[src/hdl/hpd_pkg.sv]
// Shared types, constants and the rank function of the heap dispatcher.
// Used by every module of the block but hpd_ram; depends on nothing.
`default_nettype none

package hpd_pkg;

  // Default number of heap entries
  localparam int unsigned HPD_CAPACITY = 64;

  // Field widths
  localparam int unsigned ID_W    = 8;
  localparam int unsigned TIME_W  = 16;
  localparam int unsigned PRIO_W  = 8;
  localparam int unsigned CLOCK_W = 22;
  localparam int unsigned DIFF_W  = 23;
  localparam int unsigned OCC_W   = 7;

  localparam logic [CLOCK_W-1:0] CLOCK_MAX = {CLOCK_W{1'b1}};

  // One heap entry, 48 bits
  typedef struct packed {
    logic [ID_W-1:0]   id;
    logic [TIME_W-1:0] arrival;
    logic [TIME_W-1:0] burst;
    logic [PRIO_W-1:0] prio;
  } hpd_entry_t;

  localparam int unsigned ENTRY_W = $bits(hpd_entry_t);

  typedef enum logic [1:0] {
    STATUS_OK    = 2'd0,
    STATUS_FULL  = 2'd1,
    STATUS_EMPTY = 2'd2
  } hpd_status_e;

  typedef enum logic [2:0] {
    S_IDLE,
    S_UP_CHK,
    S_UP_CMP,
    S_TOP,
    S_LAST,
    S_DN_CHK,
    S_DN_L,
    S_DN_R
  } hpd_state_e;

  // Request to the time unit: advance by the popped entry's burst
  typedef struct packed {
    logic              adv;
    logic [TIME_W-1:0] arrival;
    logic [TIME_W-1:0] burst;
  } hpd_time_req_t;

  // Waiting and turnaround times of the popped entry
  typedef struct packed {
    logic [DIFF_W-1:0] wait_time;
    logic [DIFF_W-1:0] turnaround;
  } hpd_time_rsp_t;

  // a outranks b: higher priority, then shorter burst
  function automatic logic ranks_above(hpd_entry_t a, hpd_entry_t b);
    logic r;
    if (a.prio != b.prio) r = (a.prio > b.prio);
    else                  r = (a.burst < b.burst);
    return r;
  endfunction

endpackage

`default_nettype wire

[src/hdl/heap_priority_dispatcher_core.sv]
// Heap priority dispatcher: top level, joins sequencer, heap RAM and time unit.
// Depends on hpd_pkg, hpd_ram, hpd_time and hpd_ctrl.
//
// Insert and dispatch on a binary max-heap held in one synchronous RAM with
// a registered read port. An item is taken when start is high and busy is
// low; its single result beat appears on the result ports with done_o high
// for exactly one cycle and must be taken then. A refused insert or a
// dispatch on an empty heap returns its beat in the cycle after acceptance
// and leaves busy low. An insert sifts up, reading one parent per level and
// comparing it with the new entry. A dispatch reads the top entry; unless it
// empties the heap, it then reads the last entry and sifts it down, reading
// the left and right child of each level one after the other through the
// single read port. The RAM read-compare-write loop runs once per heap
// level; results appear in order with no overlap between items.
`default_nettype none

module heap_priority_dispatcher_core
  import hpd_pkg::*;
#(
  parameter int unsigned CAPACITY = HPD_CAPACITY
) (
  input  wire logic                clk_i,
  input  wire logic                rst_ni,
  input  wire logic                start,
  output logic                     busy,
  input  wire logic                mode_i,
  input  wire logic [ID_W-1:0]     proc_id_i,
  input  wire logic [TIME_W-1:0]   arrival_i,
  input  wire logic [TIME_W-1:0]   burst_i,
  input  wire logic [PRIO_W-1:0]   prio_i,
  output logic                     done_o,
  output logic [1:0]               status_o,
  output logic [ID_W-1:0]          out_id_o,
  output logic [DIFF_W-1:0]        wait_time_o,
  output logic [DIFF_W-1:0]        turnaround_o,
  output logic [OCC_W-1:0]         occupancy_o
);

  localparam int unsigned AW = $clog2(CAPACITY);

  hpd_entry_t     entry_in;
  logic           ram_we, ram_re;
  logic [AW-1:0]  ram_waddr, ram_raddr;
  hpd_entry_t     ram_wdata, ram_rdata;
  logic [ENTRY_W-1:0] ram_rbits;
  hpd_time_req_t  time_req;
  hpd_time_rsp_t  time_rsp;

  // pack the input beat into a heap entry
  assign entry_in = '{id: proc_id_i, arrival: arrival_i, burst: burst_i, prio: prio_i};
  assign ram_rdata = hpd_entry_t'(ram_rbits);

  hpd_ctrl #(
    .CAPACITY(CAPACITY)
  ) u_ctrl (
    .clk_i       (clk_i),
    .rst_ni      (rst_ni),
    .start       (start),
    .busy        (busy),
    .mode_i      (mode_i),
    .entry_i     (entry_in),
    .we_o        (ram_we),
    .waddr_o     (ram_waddr),
    .wdata_o     (ram_wdata),
    .re_o        (ram_re),
    .raddr_o     (ram_raddr),
    .rdata_i     (ram_rdata),
    .time_req_o  (time_req),
    .time_rsp_i  (time_rsp),
    .done_o      (done_o),
    .status_o    (status_o),
    .out_id_o    (out_id_o),
    .wait_time_o (wait_time_o),
    .turnaround_o(turnaround_o),
    .occupancy_o (occupancy_o)
  );

  hpd_ram #(
    .WIDTH(ENTRY_W),
    .DEPTH(CAPACITY)
  ) u_heap_ram (
    .clk_i  (clk_i),
    .we_i   (ram_we),
    .waddr_i(ram_waddr),
    .wdata_i(ram_wdata),
    .re_i   (ram_re),
    .raddr_i(ram_raddr),
    .rdata_o(ram_rbits)
  );

  hpd_time u_time (
    .clk_i (clk_i),
    .rst_ni(rst_ni),
    .req_i (time_req),
    .rsp_o (time_rsp)
  );

endmodule

`default_nettype wire

[src/hdl/hpd_ram.sv]
// Generic simple dual-port RAM: one write port, one registered read port.
// No dependencies.
`default_nettype none

module hpd_ram #(
  parameter int unsigned WIDTH = 48,
  parameter int unsigned DEPTH = 64
) (
  input  wire logic                     clk_i,
  input  wire logic                     we_i,
  input  wire logic [$clog2(DEPTH)-1:0] waddr_i,
  input  wire logic [WIDTH-1:0]         wdata_i,
  input  wire logic                     re_i,
  input  wire logic [$clog2(DEPTH)-1:0] raddr_i,
  output logic      [WIDTH-1:0]         rdata_o
);

  logic [WIDTH-1:0] mem_q [DEPTH];

  // write port
  always_ff @(posedge clk_i) begin
    if (we_i) begin
      mem_q[waddr_i] <= wdata_i;
    end
  end

  // registered read
  always_ff @(posedge clk_i) begin
    if (re_i) begin
      rdata_o <= mem_q[raddr_i];
    end
  end

endmodule

`default_nettype wire

[src/hdl/hpd_time.sv]
// Time unit: current-time register, waiting and turnaround arithmetic.
// Depends on hpd_pkg.
`default_nettype none

module hpd_time
  import hpd_pkg::*;
(
  input  wire logic          clk_i,
  input  wire logic          rst_ni,
  input  wire hpd_time_req_t req_i,
  output hpd_time_rsp_t      rsp_o
);

  logic [CLOCK_W-1:0] clock_q, clock_d;
  logic [DIFF_W-1:0]  wait_v;
  logic [DIFF_W:0]    turn_sum;
  logic [DIFF_W-1:0]  adv_sum;

  // wait = now - arrival, always fits 23 bits signed
  assign wait_v   = {1'b0, clock_q} - {{(DIFF_W-TIME_W){1'b0}}, req_i.arrival};
  // turnaround in 24 bits signed, clipped at the clock maximum
  assign turn_sum = {wait_v[DIFF_W-1], wait_v} + {{(DIFF_W+1-TIME_W){1'b0}}, req_i.burst};

  always_comb begin
    rsp_o.wait_time = wait_v;
    if (!turn_sum[DIFF_W] && turn_sum[DIFF_W-1:0] > {1'b0, CLOCK_MAX}) begin
      rsp_o.turnaround = {1'b0, CLOCK_MAX};
    end else begin
      rsp_o.turnaround = turn_sum[DIFF_W-1:0];
    end
  end

  // saturating advance of current time
  assign adv_sum = {1'b0, clock_q} + {{(DIFF_W-TIME_W){1'b0}}, req_i.burst};

  always_comb begin
    clock_d = clock_q;
    if (req_i.adv) begin
      clock_d = adv_sum[DIFF_W-1] ? CLOCK_MAX : adv_sum[CLOCK_W-1:0];
    end
  end

  always_ff @(posedge clk_i or negedge rst_ni) begin
    if (!rst_ni) begin
      clock_q <= '0;
    end else begin
      clock_q <= clock_d;
    end
  end

endmodule

`default_nettype wire

[src/hdl/hpd_ctrl.sv]
// Heap sequencer: sift-up on insert, sift-down on dispatch, over one RAM.
// Depends on hpd_pkg; drives the heap RAM and the time unit.
`default_nettype none

module hpd_ctrl
  import hpd_pkg::*;
#(
  parameter int unsigned CAPACITY = HPD_CAPACITY
) (
  input  wire logic                        clk_i,
  input  wire logic                        rst_ni,
  input  wire logic                        start,
  output logic                             busy,
  input  wire logic                        mode_i,
  input  wire hpd_entry_t                  entry_i,
  // heap RAM
  output logic                             we_o,
  output logic [$clog2(CAPACITY)-1:0]      waddr_o,
  output hpd_entry_t                       wdata_o,
  output logic                             re_o,
  output logic [$clog2(CAPACITY)-1:0]      raddr_o,
  input  wire hpd_entry_t                  rdata_i,
  // time unit
  output hpd_time_req_t                    time_req_o,
  input  wire hpd_time_rsp_t               time_rsp_i,
  // result beat
  output logic                             done_o,
  output logic [1:0]                       status_o,
  output logic [ID_W-1:0]                  out_id_o,
  output logic [DIFF_W-1:0]                wait_time_o,
  output logic [DIFF_W-1:0]                turnaround_o,
  output logic [OCC_W-1:0]                 occupancy_o
);

  localparam int unsigned AW = $clog2(CAPACITY);
  localparam int unsigned CW = $clog2(CAPACITY + 1);
  localparam int unsigned XW = AW + 2;

  hpd_state_e       state_q, state_d;
  logic [CW-1:0]    count_q, count_d;
  logic [AW-1:0]    pos_q, pos_d;
  logic [AW-1:0]    cidx_q, cidx_d;
  hpd_entry_t       elem_q, elem_d;
  hpd_entry_t       child_q, child_d;
  logic             done_q, done_d;
  hpd_status_e      stat_q, stat_d;
  logic [ID_W-1:0]  id_q, id_d;
  logic [DIFF_W-1:0] wait_q, wait_d, turn_q, turn_d;
  logic [OCC_W-1:0] occ_q, occ_d;

  // shared conditions
  logic             accept, full, empty, last_one;
  logic             up_root, up_move;
  logic [XW-1:0]    lc_x, rc_x, cnt_x;
  logic             lc_in, rc_in;
  hpd_entry_t       pick_ent;
  logic [AW-1:0]    pick_idx;
  logic             dn_move;
  logic [AW-1:0]    parent_idx;
  logic [CW-1:0]    count_m1;

  assign accept     = start && !busy;
  assign full       = (count_q == CW'(CAPACITY));
  assign empty      = (count_q == '0);
  assign last_one   = (count_q == CW'(1));
  assign up_root    = (pos_q == '0);
  assign up_move    = ranks_above(elem_q, rdata_i);
  assign parent_idx = (pos_q - AW'(1)) >> 1;
  assign count_m1   = count_q - CW'(1);
  assign lc_x       = {1'b0, pos_q, 1'b1};
  assign rc_x       = lc_x + XW'(1);
  assign cnt_x      = XW'(count_q);
  assign lc_in      = lc_x < cnt_x;
  assign rc_in      = rc_x < cnt_x;

  // child selection: right only when it strictly outranks the left
  always_comb begin
    if (state_q == S_DN_R && ranks_above(rdata_i, child_q)) begin
      pick_ent = rdata_i;
      pick_idx = cidx_q + AW'(1);
    end else if (state_q == S_DN_R) begin
      pick_ent = child_q;
      pick_idx = cidx_q;
    end else begin
      pick_ent = rdata_i;
      pick_idx = lc_x[AW-1:0];
    end
  end
  assign dn_move = ranks_above(pick_ent, elem_q);

  // next state
  always_comb begin
    state_d = state_q;
    case (state_q)
      S_IDLE: begin
        if (accept && !mode_i && !full)     state_d = S_UP_CHK;
        else if (accept && mode_i && !empty) state_d = S_TOP;
      end
      S_UP_CHK: state_d = up_root ? S_IDLE : S_UP_CMP;
      S_UP_CMP: state_d = up_move ? S_UP_CHK : S_IDLE;
      S_TOP:    state_d = last_one ? S_IDLE : S_LAST;
      S_LAST:   state_d = S_DN_CHK;
      S_DN_CHK: state_d = lc_in ? S_DN_L : S_IDLE;
      S_DN_L: begin
        if (rc_in)        state_d = S_DN_R;
        else if (dn_move) state_d = S_DN_CHK;
        else              state_d = S_IDLE;
      end
      S_DN_R:   state_d = dn_move ? S_DN_CHK : S_IDLE;
      default:  state_d = S_IDLE;
    endcase
  end

  // datapath, RAM access and result
  always_comb begin
    we_o       = 1'b0;
    waddr_o    = pos_q;
    wdata_o    = elem_q;
    re_o       = 1'b0;
    raddr_o    = '0;
    count_d    = count_q;
    pos_d      = pos_q;
    cidx_d     = cidx_q;
    elem_d     = elem_q;
    child_d    = child_q;
    done_d     = 1'b0;
    stat_d     = stat_q;
    id_d       = id_q;
    wait_d     = wait_q;
    turn_d     = turn_q;
    occ_d      = occ_q;
    time_req_o = '{adv: 1'b0, arrival: rdata_i.arrival, burst: rdata_i.burst};
    case (state_q)
      S_IDLE: begin
        if (accept) begin
          stat_d = STATUS_OK;
          id_d   = '0;
          wait_d = '0;
          turn_d = '0;
          if (!mode_i && full) begin
            stat_d = STATUS_FULL;
            done_d = 1'b1;
            occ_d  = OCC_W'(count_q);
          end else if (mode_i && empty) begin
            stat_d = STATUS_EMPTY;
            done_d = 1'b1;
            occ_d  = '0;
          end else if (!mode_i) begin
            elem_d  = entry_i;
            pos_d   = count_q[AW-1:0];
            count_d = count_q + CW'(1);
          end else begin
            re_o    = 1'b1;
            raddr_o = '0;
          end
        end
      end
      S_UP_CHK: begin
        if (up_root) begin
          we_o   = 1'b1;
          done_d = 1'b1;
          occ_d  = OCC_W'(count_q);
        end else begin
          re_o    = 1'b1;
          raddr_o = parent_idx;
        end
      end
      S_UP_CMP: begin
        we_o = 1'b1;
        if (up_move) begin
          wdata_o = rdata_i;
          pos_d   = parent_idx;
        end else begin
          done_d = 1'b1;
          occ_d  = OCC_W'(count_q);
        end
      end
      S_TOP: begin
        // report the top entry and advance time
        time_req_o.adv = 1'b1;
        id_d    = rdata_i.id;
        wait_d  = time_rsp_i.wait_time;
        turn_d  = time_rsp_i.turnaround;
        count_d = count_m1;
        re_o    = 1'b1;
        raddr_o = count_m1[AW-1:0];
        if (last_one) begin
          done_d = 1'b1;
          occ_d  = OCC_W'(count_m1);
        end
      end
      S_LAST: begin
        elem_d = rdata_i;
        pos_d  = '0;
      end
      S_DN_CHK: begin
        if (lc_in) begin
          re_o    = 1'b1;
          raddr_o = lc_x[AW-1:0];
        end else begin
          we_o   = 1'b1;
          done_d = 1'b1;
          occ_d  = OCC_W'(count_q);
        end
      end
      S_DN_L: begin
        child_d = rdata_i;
        cidx_d  = lc_x[AW-1:0];
        if (rc_in) begin
          re_o    = 1'b1;
          raddr_o = rc_x[AW-1:0];
        end else begin
          we_o = 1'b1;
          if (dn_move) begin
            wdata_o = pick_ent;
            pos_d   = pick_idx;
          end else begin
            done_d = 1'b1;
            occ_d  = OCC_W'(count_q);
          end
        end
      end
      S_DN_R: begin
        we_o = 1'b1;
        if (dn_move) begin
          wdata_o = pick_ent;
          pos_d   = pick_idx;
        end else begin
          done_d = 1'b1;
          occ_d  = OCC_W'(count_q);
        end
      end
      default: begin
        done_d = 1'b0;
      end
    endcase
  end

  // control registers
  always_ff @(posedge clk_i or negedge rst_ni) begin
    if (!rst_ni) begin
      state_q <= S_IDLE;
      count_q <= '0;
      done_q  <= 1'b0;
    end else begin
      state_q <= state_d;
      count_q <= count_d;
      done_q  <= done_d;
    end
  end

  // payload registers
  always_ff @(posedge clk_i) begin
    pos_q   <= pos_d;
    cidx_q  <= cidx_d;
    elem_q  <= elem_d;
    child_q <= child_d;
    stat_q  <= stat_d;
    id_q    <= id_d;
    wait_q  <= wait_d;
    turn_q  <= turn_d;
    occ_q   <= occ_d;
  end

  assign busy         = (state_q != S_IDLE);
  assign done_o       = done_q;
  assign status_o     = stat_q;
  assign out_id_o     = id_q;
  assign wait_time_o  = wait_q;
  assign turnaround_o = turn_q;
  assign occupancy_o  = occ_q;

  // heap never holds more than its capacity
  a_count_bound: assert property (@(posedge clk_i) disable iff (!rst_ni)
    count_q <= CW'(CAPACITY))
    else $error("entry count above capacity");

  // RAM writes stay inside the live part of the heap
  a_write_live: assert property (@(posedge clk_i) disable iff (!rst_ni)
    we_o |-> (CW'(waddr_o) < count_q))
    else $error("heap write beyond entry count");

  // an accepted insert with room grows the heap by one
  a_insert_grows: assert property (@(posedge clk_i) disable iff (!rst_ni)
    (accept && !mode_i && !full) |=> (count_q == $past(count_q) + CW'(1)))
    else $error("insert did not grow the heap");

  // a result beat only follows work in progress or an accepted item
  a_done_cause: assert property (@(posedge clk_i) disable iff (!rst_ni)
    done_q |-> $past(busy || start))
    else $error("result beat without a cause");

endmodule

`default_nettype wire

[config.mk]
export PLATFORM = sky130hd
export DESIGN_NAME = heap_priority_dispatcher_core
export DESIGN_NICKNAME = d
export VERILOG_FILES = /design/src/hdl/hpd_pkg.sv /design/src/hdl/heap_priority_dispatcher_core.sv /design/src/hdl/hpd_ram.sv /design/src/hdl/hpd_time.sv /design/src/hdl/hpd_ctrl.sv
export SDC_FILE = /design/constraint.sdc
export NUM_CORES = 2
export LEC_CHECK = 0
export BUFFER_PORTS_ARGS = -buffer_cell sky130_fd_sc_hd__buf_4
export CORE_UTILIZATION = 40
export CTS_CLUSTER_SIZE = 10
export DETAILED_ROUTE_END_ITERATION = 8
export PLACE_DENSITY = 0.57
export SKIP_CTS_REPAIR_TIMING = 1
export SLEW_MARGIN = 30
export SYNTH_ARGS = -nofsm -noshare
export SYNTH_HDL_FRONTEND = slang
export SYNTH_SLANG_ARGS = --single-unit
[constraint.sdc]
create_clock -name clk_i -period 8.2 [get_ports clk_i]
set_input_delay 1.23 -clock clk_i [delete_from_list [all_inputs] [get_ports clk_i]]
set_output_delay 1.23 -clock clk_i [all_outputs]
set_load 0.05 [all_outputs]
==> metrics <==
first-pass GRT wire length=663500 um; RSZ-0062 raised after global routing=false; r2r worst-path depth=21; largest net degree at the start of global routing=165; power per cell area=474.0 mW/mm^2; DP HPWL=262000 um; Std-Cell Rows=213; Synth Register Bits=3323; total power=73.32 mW; CTS clock-pin slew for the worst setup and hold paths=60 ps; gr ovfl total=0; Distinct cells, synth=95; slowest CP cell=clkinv_2; skew final=41.75 ps; reg2reg start=u_heap_ram.rdata_o[5]; Max Fclk=127.8 MHz; Tightest Pin Transition=1077 ps; Post-Syn Instances=9832; maximum fanout along the worst path=64; Vias/cell=6.071; max-cap viol count=0; CP Depth=21; post-route ant nets=0; clk buf depth=4; ys flop type=edfxtp_1; Post-Route WL=481000 um; Final nets=10240; Tmin final=7824 ps; P_leak=52.74 nW; Setup Viol. Count Final=0; dpl cells=14180; Worst path top cell family by delay=compound AO/OA/AOI/OAI gates; Boundary Pins=117; initial antenna violation count=25; DR vias=89050; Post-synth EDFFs=3290; layout cell share with drive strength beyond 1=12.23%; reg2reg setup slack=380 ps; gp weighted congestion=0.9082; CTS sink count=3323; Detailed Route Iter0 Violations=13950; Ys Warns=0; Final Core Density=45.78%; CP dominant cell by count=buf_4; pre-CTS setup slack=1123 ps; setup total negative slack=0 ps; Post-Syn Area=0.1363 mm^2; Rel. slew slack=28.00%; final non-filler cell total=14670; Seq/Total Area, Yosys=73.08%; Worst VDD drop=0.3835 mV; die span in x=585.8 um; clock latency on the worst-skew pair=960 ps; post-synth top area share=72.47%; Async SR Flop Fraction=0.9931%; Tcrit/Tclk final=95.41%; Port-buffer cells=116; First-pass DRT Iterations=9; Die Y=585.8 um; root buffer cell=clkbuf_16; vias in the first global route=83480; ordered cell list for the critical path=ha_1, nand4_1, or2_2, a211o_1, a211oi_1, nor3_2, buf_4, o21ai_0, ha_1, a21o_1, a21o_1, a21oi_1, o21a_1, o211ai_1, a31o_2, nand4b_2, buf_4, o21bai_4, buf_4, a222oi_1, clkinv_2; final hold vios=0; cell taking the most area after synthesis=edfxtp_1; drt drc=0; Critical Path AT=8190 ps; # fillers=29520; CTS tree=yes; core footprint=0.3379 mm^2; outcome=complete, no violations; Initial Util=40.34%; HP Class=input pin to asynchronous set/reset pin; Worst path max stage delay=1020 ps; syn nets=10020; Total Routing Usage GR=27.54%; WP data required=8570 ps; full die area=0.3432 mm^2; Critical R2R Capture=u_heap_ram.mem_q[61][18]; Setup WS post-layout=376.4 ps; Final Cell Area=0.1547 mm^2; Hold WS=243.6 ps; worst path bufs/invs=4; Setup CP Type=flip-flop to flip-flop; synthesized area per cell=13.87 um^2; Worst setup SP type=flip-flop; total CTS buffers=378; placed cell area=0.1441 mm^2; CTS H-tree depth=5; Slew Limit Fails=0; drt wl/cell=32.80 um; area delta synth->final=13.47%; largest cells by area after synthesis=edfxtp_1, nand2_1, nand3_1; CP Capture Type=flip-flop
==> Yosys cell counts (44+ instances only) <==
cell type / number
nor3_1: 47
mux4_2: 164
nand4_1: 67
a21o_1: 46
buf_1: 44
edfxtp_1: 3290
o21ai_0: 138
ha_1: 137
nor2_1: 204
buf_4: 90
a311oi_1: 79
a21oi_1: 182
buf_2: 284
clkbuf_1: 162
nand3_1: 1290
mux2i_1: 127
mux2_2: 56
a31oi_1: 92
and3_1: 120
inv_1: 134
nand2_1: 2454
==> area by class of cell <==
type / count / area (um^2) / share of cell area (%)
clock inverters: 36 / 538.0 / 0.3478
well taps: 4515 / 5649 / 3.652
repair buffers: 424 / 4395 / 2.842
inverters: 135 / 519.2 / 0.3357
flip-flops and latches: 3323 / 99620 / 64.40
multi-input cells: 5785 / 34110 / 22.05
diodes: 12 / 30.03 / 0.01941
clock buffers: 438 / 9822 / 6.350
==> report_power, final <==
group / switching, mW / internal (mW)
Combinational: 24.2 / 9.27
Sequential: 0.899 / 23.9
Clock: 6.55 / 8.49
Total: 31.6 / 41.7
==> flip-flops by register name (all words and copies together), names as in the netlist <==
signal               cells
u_heap_ram.rdata_o      48
u_ctrl.waddr_o           6
u_ctrl.elem_q           48
u_ctrl.cidx_q            5
u_time.clock_q          22
u_ctrl.child_q          48
u_ctrl.occupancy_o       7
u_ctrl.status_o          2
u_ctrl.state_q           3
u_ctrl.done_o            1
u_ctrl.out_id_o          8
u_heap_ram.mem_q      3072
u_ctrl.turnaround_o     23
u_ctrl.wait_time_o      23
u_ctrl.count_q           7
==> worst reg2reg max path, cell delays in order, from the launching register on <==
cell,delay [ps]
edfxtp_1,450
ha_1,340
nand4_1,190
or2_2,390
a211o_1,280
a211oi_1,490
nor3_2,230
buf_4,260
o21ai_0,330
ha_1,320
a21o_1,160
a21o_1,160
a21oi_1,210
o21a_1,170
o211ai_1,80
a31o_2,260
nand4b_2,210
buf_4,240
o21bai_4,280
buf_4,310
a222oi_1,800
clkinv_2,1020
==> worst max-delay path by stage <==
stage	start	to	slack, ps
after floorplan	u_heap_ram.rdata_o[1]	u_heap_ram.mem_q[0][24]	2260
after global placement	u_heap_ram.rdata_o[5]	u_heap_ram.mem_q[56][18]	1130
after detailed placement	u_heap_ram.rdata_o[5]	u_heap_ram.mem_q[59][18]	1120
after CTS	u_heap_ram.rdata_o[5]	u_heap_ram.mem_q[37][18]	1100
after global routing	u_heap_ram.rdata_o[5]	u_heap_ram.mem_q[60][18]	360
final	u_heap_ram.rdata_o[5]	u_heap_ram.mem_q[61][18]	380
==> logic make-up after synthesis <==
family / synth area share, %
mux: 4.104
buf+inv: 2.551
fa+ha+maj: 1.301
xor+xnor: 0.4360
compound gates: 4.675
flops: 73.08
simple gates: 13.86
==> metal layers <==
metal	GRT usage, %	part of all wire [%]	vias to the layer above
li1	-	-	37050
met1	39.06	40	45660
met2	42.00	45	5520
met3	5.839	11	811
met4	9.563	3.8	8
met5	0	0.011	-
==> layout by cell type, fill, tap and decap left out, types with 33 or more instances in the layout <==
master     synthesis  layout
a21o_1            46      34
and3_1           120     120
mux2_2            56      56
a311oi_1          79      79
a32oi_1           42      42
dfrtp_1           33      33
nand2_1         2454    2450
o21ai_0          138     138
nand3_1         1290    1288
nor2_4             0      71
buf_12             0      68
mux2i_1          127     127
inv_1            134     118
a21oi_1          182     182
nor3_1            47      42
buf_4             90     331
a31oi_1           92      92
nor2_1           204     121
ha_1             137     137
clkbuf_16          0     384
mux4_2           164     164
nand4_1           67      67
xnor2_1           38      38
clkbuf_1         162      53
edfxtp_1        3290    3290
No activity file was read; power rests on OpenSTA's default activity.
